## src/sof_eof_esc_byte_stuffer_macros.svh

```systemverilog
// ----------------------------------------------------------------------------
// sof_eof_esc_byte_stuffer_macros
// Assertion helpers shared by the byte stuffer RTL.
// ----------------------------------------------------------------------------
`ifndef SOF_EOF_ESC_BYTE_STUFFER_MACROS_SVH
`define SOF_EOF_ESC_BYTE_STUFFER_MACROS_SVH

// same-cycle implication, disabled while reset is asserted
`define SOFESC_ASSERT_IMP(lbl, clk, rst_n, ante, cons) \
  lbl: assert property (@(posedge clk) disable iff (!(rst_n)) (ante) |-> (cons)) \
    else $error("sofesc assertion failed");

// next-cycle implication, disabled while reset is asserted
`define SOFESC_ASSERT_NXT(lbl, clk, rst_n, ante, cons) \
  lbl: assert property (@(posedge clk) disable iff (!(rst_n)) (ante) |=> (cons)) \
    else $error("sofesc assertion failed");

`endif

```

## src/sofesc_pkg.sv

```systemverilog
`timescale 1ns / 1ps
// ----------------------------------------------------------------------------
// sofesc_pkg
// Types and constants of the SOF/EOF/ESC byte stuffer.
// ----------------------------------------------------------------------------
package sofesc_pkg;

  localparam int unsigned ByteW    = 8;
  localparam int unsigned MaxOut   = 4;
  localparam int unsigned OutIdxW  = $clog2(MaxOut);
  localparam int unsigned CfgIdxW  = 2;

  localparam logic [ByteW-1:0] SofReset = 8'hA1;
  localparam logic [ByteW-1:0] EofReset = 8'hA2;
  localparam logic [ByteW-1:0] EscReset = 8'hA3;

  typedef enum logic [CfgIdxW-1:0] {
    CFG_SOF = 2'd0,
    CFG_EOF = 2'd1,
    CFG_ESC = 2'd2
  } cfg_idx_e;

  // output sequence produced by one input byte
  typedef struct packed {
    logic [MaxOut-1:0][ByteW-1:0] bytes;
    logic [OutIdxW-1:0]           last_idx;
    logic                         has_eof;
  } seq_t;

endpackage

```

## src/sofesc_if.sv

```systemverilog
`timescale 1ns / 1ps
// ----------------------------------------------------------------------------
// sofesc_if
// Valid/ready channels for payload bytes in and stuffed bytes out.
// ----------------------------------------------------------------------------
interface sofesc_in_if;
  logic       valid;
  logic       ready;
  logic [7:0] data_byte;
  logic       final_byte;

  modport source (output valid, output data_byte, output final_byte, input ready);
  modport sink   (input valid, input data_byte, input final_byte, output ready);
endinterface

interface sofesc_out_if;
  logic       valid;
  logic       ready;
  logic [7:0] out_byte;
  logic       run_last;
  logic       frame_done;

  modport source (output valid, output out_byte, output run_last, output frame_done,
                  input ready);
  modport sink   (input valid, input out_byte, input run_last, input frame_done,
                  output ready);
endinterface

```

## src/sofesc_encoder.sv

```systemverilog
`timescale 1ns / 1ps
// ----------------------------------------------------------------------------
// sofesc_encoder
// Builds the up to four line bytes caused by one payload byte.
// ----------------------------------------------------------------------------
module sofesc_encoder
  import sofesc_pkg::*;
(
  input  logic [ByteW-1:0] data_i,
  input  logic             final_i,
  input  logic             in_frame_i,
  input  logic [ByteW-1:0] sof_i,
  input  logic [ByteW-1:0] eof_i,
  input  logic [ByteW-1:0] esc_i,
  output seq_t             seq_o
);

  logic               need_esc;
  logic [OutIdxW-1:0] pos_data;
  logic [OutIdxW-1:0] pos_inv;
  logic [OutIdxW-1:0] pos_eof;

  assign need_esc = (data_i == sof_i) || (data_i == eof_i) || (data_i == esc_i);
  assign pos_data = {1'b0, ~in_frame_i};
  assign pos_inv  = pos_data + OutIdxW'(1);
  assign pos_eof  = pos_data + {1'b0, need_esc} + OutIdxW'(1);

  always_comb begin
    seq_o = '0;
    for (int i = 0; i < MaxOut; i++) begin
      if (i == 0 && !in_frame_i) begin
        seq_o.bytes[i] = sof_i;
      end else if (OutIdxW'(i) == pos_data) begin
        seq_o.bytes[i] = need_esc ? esc_i : data_i;
      end else if (need_esc && OutIdxW'(i) == pos_inv) begin
        seq_o.bytes[i] = ~data_i;
      end else if (final_i && OutIdxW'(i) == pos_eof) begin
        seq_o.bytes[i] = eof_i;
      end
    end
    seq_o.last_idx = pos_data + {1'b0, need_esc} + {1'b0, final_i};
    seq_o.has_eof  = final_i;
  end

endmodule

```

## src/sof_eof_esc_byte_stuffer.sv

```systemverilog
`timescale 1ns / 1ps
// ----------------------------------------------------------------------------
// sof_eof_esc_byte_stuffer
// Frames payload bytes with start/end markers and escapes special bytes.
// ----------------------------------------------------------------------------
// Usage:
//   in_if carries one payload byte per transfer plus final_byte on the last
//   byte of a frame. out_if carries one line byte per transfer; run_last
//   marks the last line byte of an input, frame_done the end marker.
//   The user writes the marker and escape values via cfg_we_i / cfg_idx_i /
//   cfg_wdata_i while idle, unchecked by the block; an unused index is ignored.
// Latency and throughput:
//   an accepted byte is presented on out_if in the next cycle. Each input
//   yields 1 to 4 line bytes, sent one per cycle from a sequence register
//   while out_if.ready is high. A new input is taken in the cycle the last
//   byte of the previous one transfers, so the line side does not idle
//   while inputs keep arriving.
// Reset:
//   sets the marker registers to 0xA1/0xA2/0xA3, closes any open frame and
//   empties the output stage.
// Stall:
//   while out_if.ready is low the current byte holds and, while busy, no input is taken.
// ----------------------------------------------------------------------------
`include "sof_eof_esc_byte_stuffer_macros.svh"

module sof_eof_esc_byte_stuffer
  import sofesc_pkg::*;
(
  input  logic               clk_i,
  input  logic               rst_ni,
  input  logic               cfg_we_i,
  input  logic [CfgIdxW-1:0] cfg_idx_i,
  input  logic [ByteW-1:0]   cfg_wdata_i,
  sofesc_in_if.sink          in_if,
  sofesc_out_if.source       out_if
);

  logic [ByteW-1:0]   sof_q, eof_q, esc_q;
  logic               in_frame_q, in_frame_d;
  logic               busy_q, busy_d;
  logic [OutIdxW-1:0] idx_q, idx_d;
  seq_t               seq_q, seq_d;
  seq_t               enc_seq;
  logic               in_xfer, out_xfer, is_last, last_xfer;

  sofesc_encoder u_encoder (
    .data_i     (in_if.data_byte),
    .final_i    (in_if.final_byte),
    .in_frame_i (in_frame_q),
    .sof_i      (sof_q),
    .eof_i      (eof_q),
    .esc_i      (esc_q),
    .seq_o      (enc_seq)
  );

  assign is_last   = (idx_q == seq_q.last_idx);
  assign out_xfer  = out_if.valid && out_if.ready;
  assign last_xfer = out_xfer && is_last;
  assign in_if.ready = !busy_q || last_xfer;
  assign in_xfer   = in_if.valid && in_if.ready;

  assign out_if.valid      = busy_q;
  assign out_if.out_byte   = seq_q.bytes[idx_q];
  assign out_if.run_last   = is_last;
  assign out_if.frame_done = is_last && seq_q.has_eof;

  always_comb begin
    busy_d     = busy_q;
    idx_d      = idx_q;
    seq_d      = seq_q;
    in_frame_d = in_frame_q;
    if (in_xfer) begin
      busy_d     = 1'b1;
      idx_d      = '0;
      seq_d      = enc_seq;
      in_frame_d = !in_if.final_byte;
    end else if (last_xfer) begin
      busy_d = 1'b0;
    end else if (out_xfer) begin
      idx_d = idx_q + OutIdxW'(1);
    end
  end

  always_ff @(posedge clk_i or negedge rst_ni) begin
    if (!rst_ni) begin
      sof_q      <= SofReset;
      eof_q      <= EofReset;
      esc_q      <= EscReset;
      in_frame_q <= 1'b0;
      busy_q     <= 1'b0;
      idx_q      <= '0;
    end else begin
      if (cfg_we_i) begin
        case (cfg_idx_i)
          CFG_SOF: sof_q <= cfg_wdata_i;
          CFG_EOF: eof_q <= cfg_wdata_i;
          CFG_ESC: esc_q <= cfg_wdata_i;
          default: ;
        endcase
      end
      in_frame_q <= in_frame_d;
      busy_q     <= busy_d;
      idx_q      <= idx_d;
    end
  end

  always_ff @(posedge clk_i) begin
    seq_q <= seq_d;
  end

  `SOFESC_ASSERT_NXT(a_drain_idle, clk_i, rst_ni, last_xfer && !in_xfer, !busy_q)
  `SOFESC_ASSERT_NXT(a_stall_hold, clk_i, rst_ni, busy_q && !out_if.ready,
                     busy_q && $stable(idx_q))
  `SOFESC_ASSERT_NXT(a_final_close, clk_i, rst_ni, in_xfer && in_if.final_byte,
                     !in_frame_q && busy_q && seq_q.has_eof)
  `SOFESC_ASSERT_IMP(a_idx_range, clk_i, rst_ni, busy_q, idx_q <= seq_q.last_idx)

endmodule

```

## src/flat_wrapper.sv

```systemverilog
// flat-port wrapper written by rule: the top's interface ports become plain ports
module sof_eof_esc_byte_stuffer_flat import sofesc_pkg::*;
  (clk_i, rst_ni, cfg_we_i, cfg_idx_i, cfg_wdata_i, in_if_valid, in_if_data_byte, in_if_final_byte, in_if_ready, out_if_valid, out_if_out_byte, out_if_run_last, out_if_frame_done, out_if_ready);
  sofesc_in_if in_if_i ();
  sofesc_out_if out_if_i ();
  input  logic clk_i;
  input  logic rst_ni;
  input  logic cfg_we_i;
  input  logic [CfgIdxW-1:0] cfg_idx_i;
  input  logic [ByteW-1:0] cfg_wdata_i;
  input wire logic [$bits(in_if_i.valid)-1:0] in_if_valid;
  input wire logic [$bits(in_if_i.data_byte)-1:0] in_if_data_byte;
  input wire logic [$bits(in_if_i.final_byte)-1:0] in_if_final_byte;
  output wire logic [$bits(in_if_i.ready)-1:0] in_if_ready;
  output wire logic [$bits(out_if_i.valid)-1:0] out_if_valid;
  output wire logic [$bits(out_if_i.out_byte)-1:0] out_if_out_byte;
  output wire logic [$bits(out_if_i.run_last)-1:0] out_if_run_last;
  output wire logic [$bits(out_if_i.frame_done)-1:0] out_if_frame_done;
  input wire logic [$bits(out_if_i.ready)-1:0] out_if_ready;
  assign in_if_i.valid = in_if_valid;
  assign in_if_i.data_byte = in_if_data_byte;
  assign in_if_i.final_byte = in_if_final_byte;
  assign in_if_ready = in_if_i.ready;
  assign out_if_valid = out_if_i.valid;
  assign out_if_out_byte = out_if_i.out_byte;
  assign out_if_run_last = out_if_i.run_last;
  assign out_if_frame_done = out_if_i.frame_done;
  assign out_if_i.ready = out_if_ready;
  sof_eof_esc_byte_stuffer u_core (.clk_i(clk_i), .rst_ni(rst_ni), .cfg_we_i(cfg_we_i), .cfg_idx_i(cfg_idx_i), .cfg_wdata_i(cfg_wdata_i), .in_if(in_if_i), .out_if(out_if_i));
endmodule
```

## config.mk

```make
export PLATFORM = sky130hd
export DESIGN_NAME = sof_eof_esc_byte_stuffer_flat
export DESIGN_NICKNAME = d
export VERILOG_FILES = /design/src/sofesc_pkg.sv /design/src/sofesc_if.sv /design/src/sofesc_encoder.sv /design/src/sof_eof_esc_byte_stuffer.sv /design/src/flat_wrapper.sv
export VERILOG_INCLUDE_DIRS = /design/src /design/src/src
export SDC_FILE = /design/constraint.sdc
export NUM_CORES = 1
export LEC_CHECK = 0
export ABC_AREA = 0
export BUFFER_PORTS_ARGS = -buffer_cell sky130_fd_sc_hd__buf_2
export CORE_ASPECT_RATIO = 0.8
export CORE_UTILIZATION = 59
export CTS_CLUSTER_DIAMETER = 120
export CTS_CLUSTER_SIZE = 25
export DETAILED_ROUTE_END_ITERATION = 10
export GPL_ROUTABILITY_DRIVEN = 0
export PLACE_DENSITY = 0.85
export SLEW_MARGIN = 20
export SYNTH_ARGS = -nofsm -noshare
export SYNTH_HDL_FRONTEND = slang
export SYNTH_SLANG_ARGS = --single-unit
```

## constraint.sdc

```tcl
create_clock -name clk_i -period 4 [get_ports clk_i]
set_clock_uncertainty 0.15 [all_clocks]
set_input_delay 0.6 -clock clk_i [delete_from_list [all_inputs] [get_ports clk_i]]
set_output_delay 0.6 -clock clk_i [all_outputs]
set_load 0.1 [all_outputs]
```

Yosys cells after proc, flatten, opt, wreduce, memory -nomap -nowiden
Index checks and enable logic that the tools add are counted.
- $add $sub $neg: 5
- order comparisons: 1
- equality and inequality tests: 13
- mux-type cells: 19
- bitwise gates (word level): 2
- reductions and logical operators: 27
- operators with widths (kind ; count):
    $mux 8 ; 13
    $eq 8x8->1 ; 3
    $bmux 8 s2 ; 1
    $logic_and 1x1->1 ; 12
    $eq 2x2->1 const A ; 4
    $logic_not 2->1 ; 4
    $not 8->8 ; 1
    $reduce_and 2->1 ; 4
    $mux 2 ; 3
    $add 2x1->2 const B ; 2
    $eq 1x2->1 const A ; 2
    $reduce_bool 2->1 ; 2
    $logic_or 1x1->1 ; 3
    $lt 2x3->1 const B ; 1
    $add 1x1->2 ; 1
    $add 1x1->2 const B ; 1
    $add 2x1->2 ; 1
    $eq 2x1->1 const B ; 1
    $eq 2x2->1 ; 1
    $eq 2x2->1 const B ; 1
    $logic_not 1->1 ; 2
    $mux 1 ; 2
    $ne 2x1->1 const B ; 1
    $not 1->1 ; 1
- flip-flop bits (word level): 63
- output and inout port bits: 12
- logic and storage cells: 79

Depth between registers and ports, before layout
Gate-level depths: netlist (run 1).
- depth after elaboration: 11
- depth in mapped cells: 14
- gate-level depth less buffers: 10

Hierarchy
From an unflattened synthesis (run 1), not the netlist that was laid out.
- cells, all modules: 281
- area, all modules: 3552.2 µm²
- modules (own cells, without submodules) (module ; times used ; cells each ; area an instance (µm²) ; sequential area each (µm²)):
    sof_eof_esc_byte_stuffer ; 1 ; 121 ; 2388.5 ; 1764.2
    sofesc_encoder ; 1 ; 160 ; 1163.6 ; 0.0

Worst setup path after synthesis (run 1)
No wires, ideal clock.
- path kind: reg-to-reg
- start point: register u_core.idx_q[1]
- end point: register u_core.seq_q[0] in the netlist's numbering, enable pin
- setup time: 0.396 ns
- arrival: 4.239 ns
- required time: 3.454 ns
- slack: -0.785 ns
- cell stages (with the launch flop): 6
- clock period less this slack: 4.785 ns
- cells stage by stage: dfrtp_1 > buf_2 > xor2_1 > nand2b_1 > o21ai_0 > and2_1
- longest elaborated chain between the ends: 4
- RTL lines (what ; line ; RTL):
    start, declared ; sof_eof_esc_byte_stuffer.sv:41 ; logic [OutIdxW-1:0] idx_q, idx_d;
    start signal, assigned ; sof_eof_esc_byte_stuffer.sv:103 ; idx_q <= idx_d;
    $eq 2x2->1 ; sof_eof_esc_byte_stuffer.sv:56 ; assign is_last = (idx_q == seq_q.last_idx);
    $logic_and 1x1->1 ; sof_eof_esc_byte_stuffer.sv:58 ; assign last_xfer = out_xfer && is_last;
    $logic_or 1x1->1 ; sof_eof_esc_byte_stuffer.sv:59 ; assign in_if.ready = !busy_q || last_xfer;
    via in_if_ready ; flat_wrapper.sv:14 ; output wire logic [$bits(in_if_i.ready)-1:0] in_if_ready;
    $logic_and 1x1->1 ; sof_eof_esc_byte_stuffer.sv:60 ; assign in_xfer = in_if.valid && in_if.ready;
    end signal, assigned ; sof_eof_esc_byte_stuffer.sv:108 ; seq_q <= seq_d;
    end, declared ; sof_eof_esc_byte_stuffer.sv:42 ; seq_t seq_q, seq_d;
The timed path passes the listed nets, and every way through them passes these cells.
A chain may end at the register's enable or synchronous reset.

==> results of run 1 <==
## power by group
group / total, mW / leakage (nW) / switching, mW / internal [mW]
logic: 1.28 / 0.785 / 0.926 / 0.349
registers: 1.02 / 0.643 / 0.142 / 0.882
clock network: 0.599 / 0.108 / 0.237 / 0.362
## cells in the final DEF, fill, tap and decap left out, types with 2 or more instances in the layout
cell | Yosys | routed
bufinv_16 | 0 | 2
mux4_2 | 8 | 8
dfstp_2 | 10 | 10
o311ai_1 | 8 | 8
buf_2 | 7 | 35
a21oi_1 | 4 | 4
dfrtp_1 | 18 | 18
and3_1 | 8 | 8
nand2_1 | 34 | 34
edfxtp_1 | 35 | 35
mux2_2 | 24 | 24
inv_1 | 12 | 12
nor4_1 | 2 | 2
ha_1 | 4 | 4
o311ai_2 | 8 | 8
nand3b_1 | 2 | 2
mux2i_1 | 18 | 18
nand2b_1 | 2 | 2
xor2_1 | 25 | 25
buf_4 | 0 | 4
and2_1 | 5 | 5
nand4_1 | 17 | 17
nor4_2 | 4 | 4
clkinv_1 | 0 | 2
clkbuf_8 | 0 | 10
## per-layer routing
| metal | vias to the layer above | global-route usage | share of wire |
|---|---|---|---|
| met5 | - | 0 | 0 |
| met4 | 0 | 0.1057 | 0.012 |
| met3 | 11 | 0.06797 | 0.068 |
| met2 | 83 | 0.3846 | 0.46 |
| met1 | 1190 | 0.3952 | 0.46 |
| li1 | 1088 | - | - |
## cell type report
cell class / instances / share of cell area
repair buffers: 39 / 0.05230
clock inverters: 5 / 0.01849
well taps: 78 / 0.02487
multi-input cells: 180 / 0.4072
clock buffers: 11 / 0.03603
flip-flops and latches: 63 / 0.4496
inverters: 12 / 0.01148
## sequential cells by signal, indices dropped and copies added (netlist names)
register,cells
u_core.in_frame_q,1
u_core.idx_q,2
u_core.esc_q,8
u_core.out_if.valid,1
u_core.seq_q,35
u_core.sof_q,8
u_core.eof_q,8
## synthesized netlist by cell type (all sizes together)
cell | count | area, sq um
a21oi | 4 | 20.02
a22o | 1 | 8.760
a22oi | 1 | 12.51
and2 | 5 | 31.28
and3 | 8 | 50.05
buf | 13 | 87.58
clkbuf | 11 | 41.29
dfrtp | 18 | 450.4
dfstp | 10 | 262.8
edfxtp | 35 | 1051
fa | 1 | 20.02
ha | 4 | 50.05
inv | 12 | 45.04
mux2 | 24 | 270.3
mux2i | 18 | 180.2
mux4 | 8 | 180.2
nand2 | 34 | 127.6
nand2b | 2 | 12.51
nand3b | 2 | 15.01
nand4 | 17 | 106.4
nor3b | 1 | 12.51
nor4 | 6 | 62.56
o21ai | 2 | 10.01
o311ai | 16 | 200.2
xnor2 | 1 | 8.760
xor2 | 25 | 219.0
## path summary, 6_finish.rpt
check	slack (ns)	to	cells past startpoint
min	0.13	u_core.idx_q[0]$_DFFE_PN0P_	1
max	0.82	u_core.seq_q[12]$_DFFE_PP_	11
max reg2reg	0.82	u_core.seq_q[12]$_DFFE_PP_	11
min reg2reg	0.42	u_core.esc_q[3]$_DFFE_PN0P_	1
max in group asynchronous	3.12	u_core.eof_q[4]$_DFFE_PN0P_	1
min in group clk_i	0.33	u_core.out_if.valid$_DFFE_PN0P_	2
## metrics by stage
| step | cell area [sq um] | total power, mW | std cells | setup slack [ns] | hold WS, ns |
|---|---|---|---|---|---|
| after detailed placement | 3710 | 2.307 | 372 | 0.6135 | 0.3992 |
| after global routing | 3924 | 3.033 | 388 | 0.5912 | 0.1812 |
| final | 3924 | 2.898 | 388 | 0.8228 | 0.1273 |
| after global placement | 3710 | 2.266 | 372 | 0.6932 | 0.3921 |
| after CTS | 3924 | 2.912 | 388 | 0.8692 | 0.1365 |
| after floorplan | 3536 | 2.082 | 279 | 0.07717 | 0.1544 |
## cells by family (layout without fill, tap and decap cells)
group	Yosys count	after routing
AND/OR/NAND/NOR	75	75
flip-flops	63	63
multiplexers	50	50
buffers and inverters	36	67
XOR/XNOR	26	26
AO/OA/AOI/OAI	24	24
adder cells (fa/ha/maj)	5	5
==> results.md, run 1 <==
- Total number of yosys warnings: 0
- Number of DRC violations after detailed routing: 0
- Multi-input logic area: 0.001598 sq mm
- Post-synthesis simple-gate area fraction: 0.1182
- Post-cts repair resize count: 0
- Synthesized-area fraction occupied by ao, oa, aoi and oai cells: 0.07113
- Routed WL: 7.493 mm
- Arrival time worst endpoint: 3.17 ns
- Dominant combinational cell family by area after synthesis: multiplexers
- Via count of the first global-routing pass: 2260
- Overall routing resource usage: 0.2689
- Mean routed wirelength per cell: 19.31 um
- Transition time at the pin with the least slew margin: 0.8126 ns
- CTS H-tree depth: 3
- Die span in x: 88.55 um
- Setup fix buffers added after clock tree synthesis: 0
- Full die area: 0.006308 sq mm
- Worst path top cell family by delay: simple AND/OR/NAND/NOR gates
- Clock input transition at the sequential cells of the worst setup and hold paths: 0.07 ns
- Final-layout fill cell count: 413
- Largest voltage drop on the vdd net: 0.0003253 V
- Sequential cell area fraction in the yosys report: 0.4989
- Accumulated negative setup slack: 0 ns
- Run status: completed
- FMAX: 314.7 MHz
- Overflow left after global routing: 0
- Slowest-stage cell, CP: dfstp_2
- Pwr per Cell Area: 738.6 mW/mm^2
- Count of mapped cells out of synthesis: 279
- Synth Area in XOR/XNOR: 0.06440
- Critical path fanouts, max: 17
- Count of port buffers added during placement: 35
- Initial antenna violation count: 0
- Unique masters post-synth: 30
- Max Buffers Root-to-Sink: 2
- Beginning of the critical path: u_core.eof_q[1]$_DFFE_PN1P_
- Mux contribution to synthesized area: 0.1783
- Data required time at the worst endpoint: 4.00 ns
- Slew margin rel.: 0.4577
- Maximum number of pins on one net before global-route repair: 37
- Die height: 71.24 um
- I/O pin cnt: 36
- Share of cells above drive strength 1: 0.3484
- Cell area after technology mapping: 0.003536 sq mm
- Number of buffers added by the clock tree synthesis step: 9
- TritonCTS clock tree: done
- Kind of end point of the critical path: flip-flop
- Hold buffers post-CTS: 0
- Buffer cell driving the clock tree root: clkbuf_8
- Time the final worst path needs with I/O delays and setup: 3.177 ns
- CP cell instances: xor2_1, nor4_2, a22oi_2, and2_1, buf_4, ha_1, and2_1, nand2_1, mux2i_1, nand2_1, o311ai_2
- Worst path max stage delay: 0.60 ns
- Total inserted antenna cells: 0
- Post-route fraction of the period consumed by the critical path: 0.7943
- Critical Setup Path Class: flip-flop to flip-flop
- Number of optimization iterations in the first detailed-route pass: 5
- Post-synthesis net count: 308
- Count of routing violations after the opening detailed-route iteration: 315
- Placeable core area: 0.005615 sq mm
- Setup violation total in the final timing report: 0
- # Max-Cap Violations: 0
- Leakage Power: 1.536 nW
- DRT antenna net count: 0
- Reg2Reg Launch Point: u_core.eof_q[1]$_DFFE_PN1P_
- Count of final hold-check violations: 0
- Util after Layout: 0.6988
- Adder and majority gate portion of the synthesized area: 0.01982
- Clock latency on the worst-skew pair: 0.35 ns
- Buffers & Inverters on Critical Path: 1
- Detailed Place HPWL: 5.107 mm
- Nets@finish: 334
- Num Clock Sinks: 63
- Setup repair after global routing missed its margin: false
- # rows: 24
- Number of synthesized register bits: 63
- Category of the worst setup path launch point: flip-flop
- First-pass GRT wire length: 12.10 mm
- Synthesized area divided by synthesized cell count: 12.67 sq um
- Area growth from synthesis to layout: 10.97%
- Routed vias: 2372
- Min-delay worst type: primary input to asynchronous set/reset pin
- Initial standard-cell utilization of the core: 0.6297
- Number of slew-limit violations in the final report: 0
- DR vias/cell: 6.113
- Sequential cell area: 0.001764 sq mm
Power figures use the tool's default switching activity.
==> run 2: changes to the inputs <==
- clock period: 4 -> 3 ns (I/O delays scaled with it)
==> run 2 against run 1 <==
Worst setup slack got worse by 0.58 ns. Die area unchanged. Final area increased by 0.19%. Via count decreased by 1.5%. Largest power group unchanged. Non-clock buffer count increased by 4. Register-to-register slack got worse by 0.33 ns.
==> results.md, run 2 (synthesis results as in run 1) <==
- Run status: completed
- Max Buffers Root-to-Sink: 2
- Post-cts repair resize count: 0
- Data required time at the worst endpoint: 2.40 ns
- Nets@finish: 338
- Initial antenna violation count: 0
- Num Clock Sinks: 63
- Setup violation total in the final timing report: 0
- Mean routed wirelength per cell: 17.85 um
- Share of cells above drive strength 1: 0.3694
- Clock input transition at the sequential cells of the worst setup and hold paths: 0.07 ns
- CTS H-tree depth: 3
- Setup repair after global routing missed its margin: false
- Count of routing violations after the opening detailed-route iteration: 134
- Largest voltage drop on the vdd net: 0.0005038 V
- Full die area: 0.006308 sq mm
- Routed WL: 6.998 mm
- Transition time at the pin with the least slew margin: 0.6914 ns
- Overall routing resource usage: 0.2556
- Hold buffers post-CTS: 1
- Via count of the first global-routing pass: 2275
- Die span in x: 88.55 um
- I/O pin cnt: 36
- Setup fix buffers added after clock tree synthesis: 0
- Critical Setup Path Class: flip-flop to output pin
- Arrival time worst endpoint: 2.16 ns
- Number of slew-limit violations in the final report: 0
- FMAX: 362.3 MHz
- Critical path fanouts, max: 13
- Maximum number of pins on one net before global-route repair: 37
- # Max-Cap Violations: 0
- Largest register FFs: 35
- Number of DRC violations after detailed routing: 0
- Count of final hold-check violations: 0
- Reg2Reg Launch Point: u_core.eof_q[7]$_DFFE_PN1P_
- # rows: 24
- Hold_sp: cfg_wdata_i[4]
- Multi-input logic area: 0.001603 sq mm
- Post-route fraction of the period consumed by the critical path: 0.9200
- Sequential cell area: 0.001764 sq mm
- Area growth from synthesis to layout: 11.18%
- Accumulated negative setup slack: 0 ns
- Final-layout fill cell count: 424
- DR vias/cell: 5.959
- Pwr per Cell Area: 952.3 mW/mm^2
- Number of optimization iterations in the first detailed-route pass: 5
- Beginning of the critical path: u_core.idx_q[0]$_DFFE_PN0P_
- Largest register by flop count: u_core.seq_q
- Post-route total power: 3.744 mW
- Min-delay worst type: primary input to flip-flop
- Die height: 71.24 um
- Number of buffers added by the clock tree synthesis step: 9
- Kind of end point of the critical path: output pin
- Count of port buffers added during placement: 35
- Routed vias: 2336
- TritonCTS clock tree: done
- Time the final worst path needs with I/O delays and setup: 2.760 ns
- Clock latency on the worst-skew pair: 0.35 ns
- Leakage Power: 1.548 nW
- Placeable core area: 0.005615 sq mm
- Initial standard-cell utilization of the core: 0.6297
- Buffer cell driving the clock tree root: clkbuf_8
- Category of the worst setup path launch point: flip-flop
- Overflow left after global routing: 0
- DRT antenna net count: 0
- Highest-count cells in the layout ignoring fill and taps: buf_2, edfxtp_1, nand2_1, xor2_1, mux2_2
- Total inserted antenna cells: 0
- First-pass GRT wire length: 11.56 mm
- Slew margin rel.: 0.5370
- Detailed Place HPWL: 5.056 mm
[run 2: path summary, 6_finish.rpt]
path | endpoint | slack (ns) | depth (start not counted)
setup / recovery | in_if_ready | 0.24 | 4
hold / removal | u_core.eof_q[4]$_DFFE_PN0P_ | 0.21 | 2
setup reg to reg | u_core.seq_q[14]$_DFFE_PP_ | 0.49 | 10
hold reg to reg | u_core.esc_q[2]$_DFFE_PN0P_ | 0.41 | 1
max in group asynchronous | u_core.sof_q[6]$_DFFE_PN0P_ | 1.75 | 2
min in group asynchronous | u_core.idx_q[1]$_DFFE_PN0P_ | 0.51 | 2
[run 2: per-layer routing]
metal | up-vias | track usage | wire, um | share of wire
met5 | - | 0 | 0 | 0
met4 | 0 | 0.08602 | 112 | 0.016
met3 | 14 | 0.07143 | 449 | 0.064
met2 | 84 | 0.3701 | 3221 | 0.46
met1 | 1147 | 0.3740 | 3214 | 0.46
li1 | 1091 | - | - | -
[run 2: worst max-delay path: stages (launching register included)]
cell and delay (ns):
dfrtp_1 0.78, xnor2_1 0.19, nand2b_1 0.15, o21ai_2 0.22
buf_2 0.46
[run 2: layout make-up]
class	instances	area share
clock buffer	11	0.03851
sequential	63	0.4488
multi-input combinational	180	0.4077
inverter	12	0.01146
timing repair buffer	43	0.06047
clock inverter	5	0.008275
tap	78	0.02482
[run 2: report_power, final]
group / total [mW] / internal, mW / switching (mW)
Clock: 0.678 / 0.343 / 0.335
Combinational: 1.71 / 0.479 / 1.23
Sequential: 1.36 / 1.18 / 0.184
[run 2: stage by stage]
step	cell area [sq um]	util	hold slack (ns)	instances	setup slack [ns]
after floorplan	3541	-	0.004409	279	0.01164
after global placement	3737	0.6656	0.3506	375	0.3090
after detailed placement	3737	0.6656	0.3595	375	0.2780
after CTS	3931	0.7001	0.2034	392	0.1826
after global routing	3931	0.7001	0.2109	392	0.07908
final	3931	0.7001	0.2136	392	0.2399
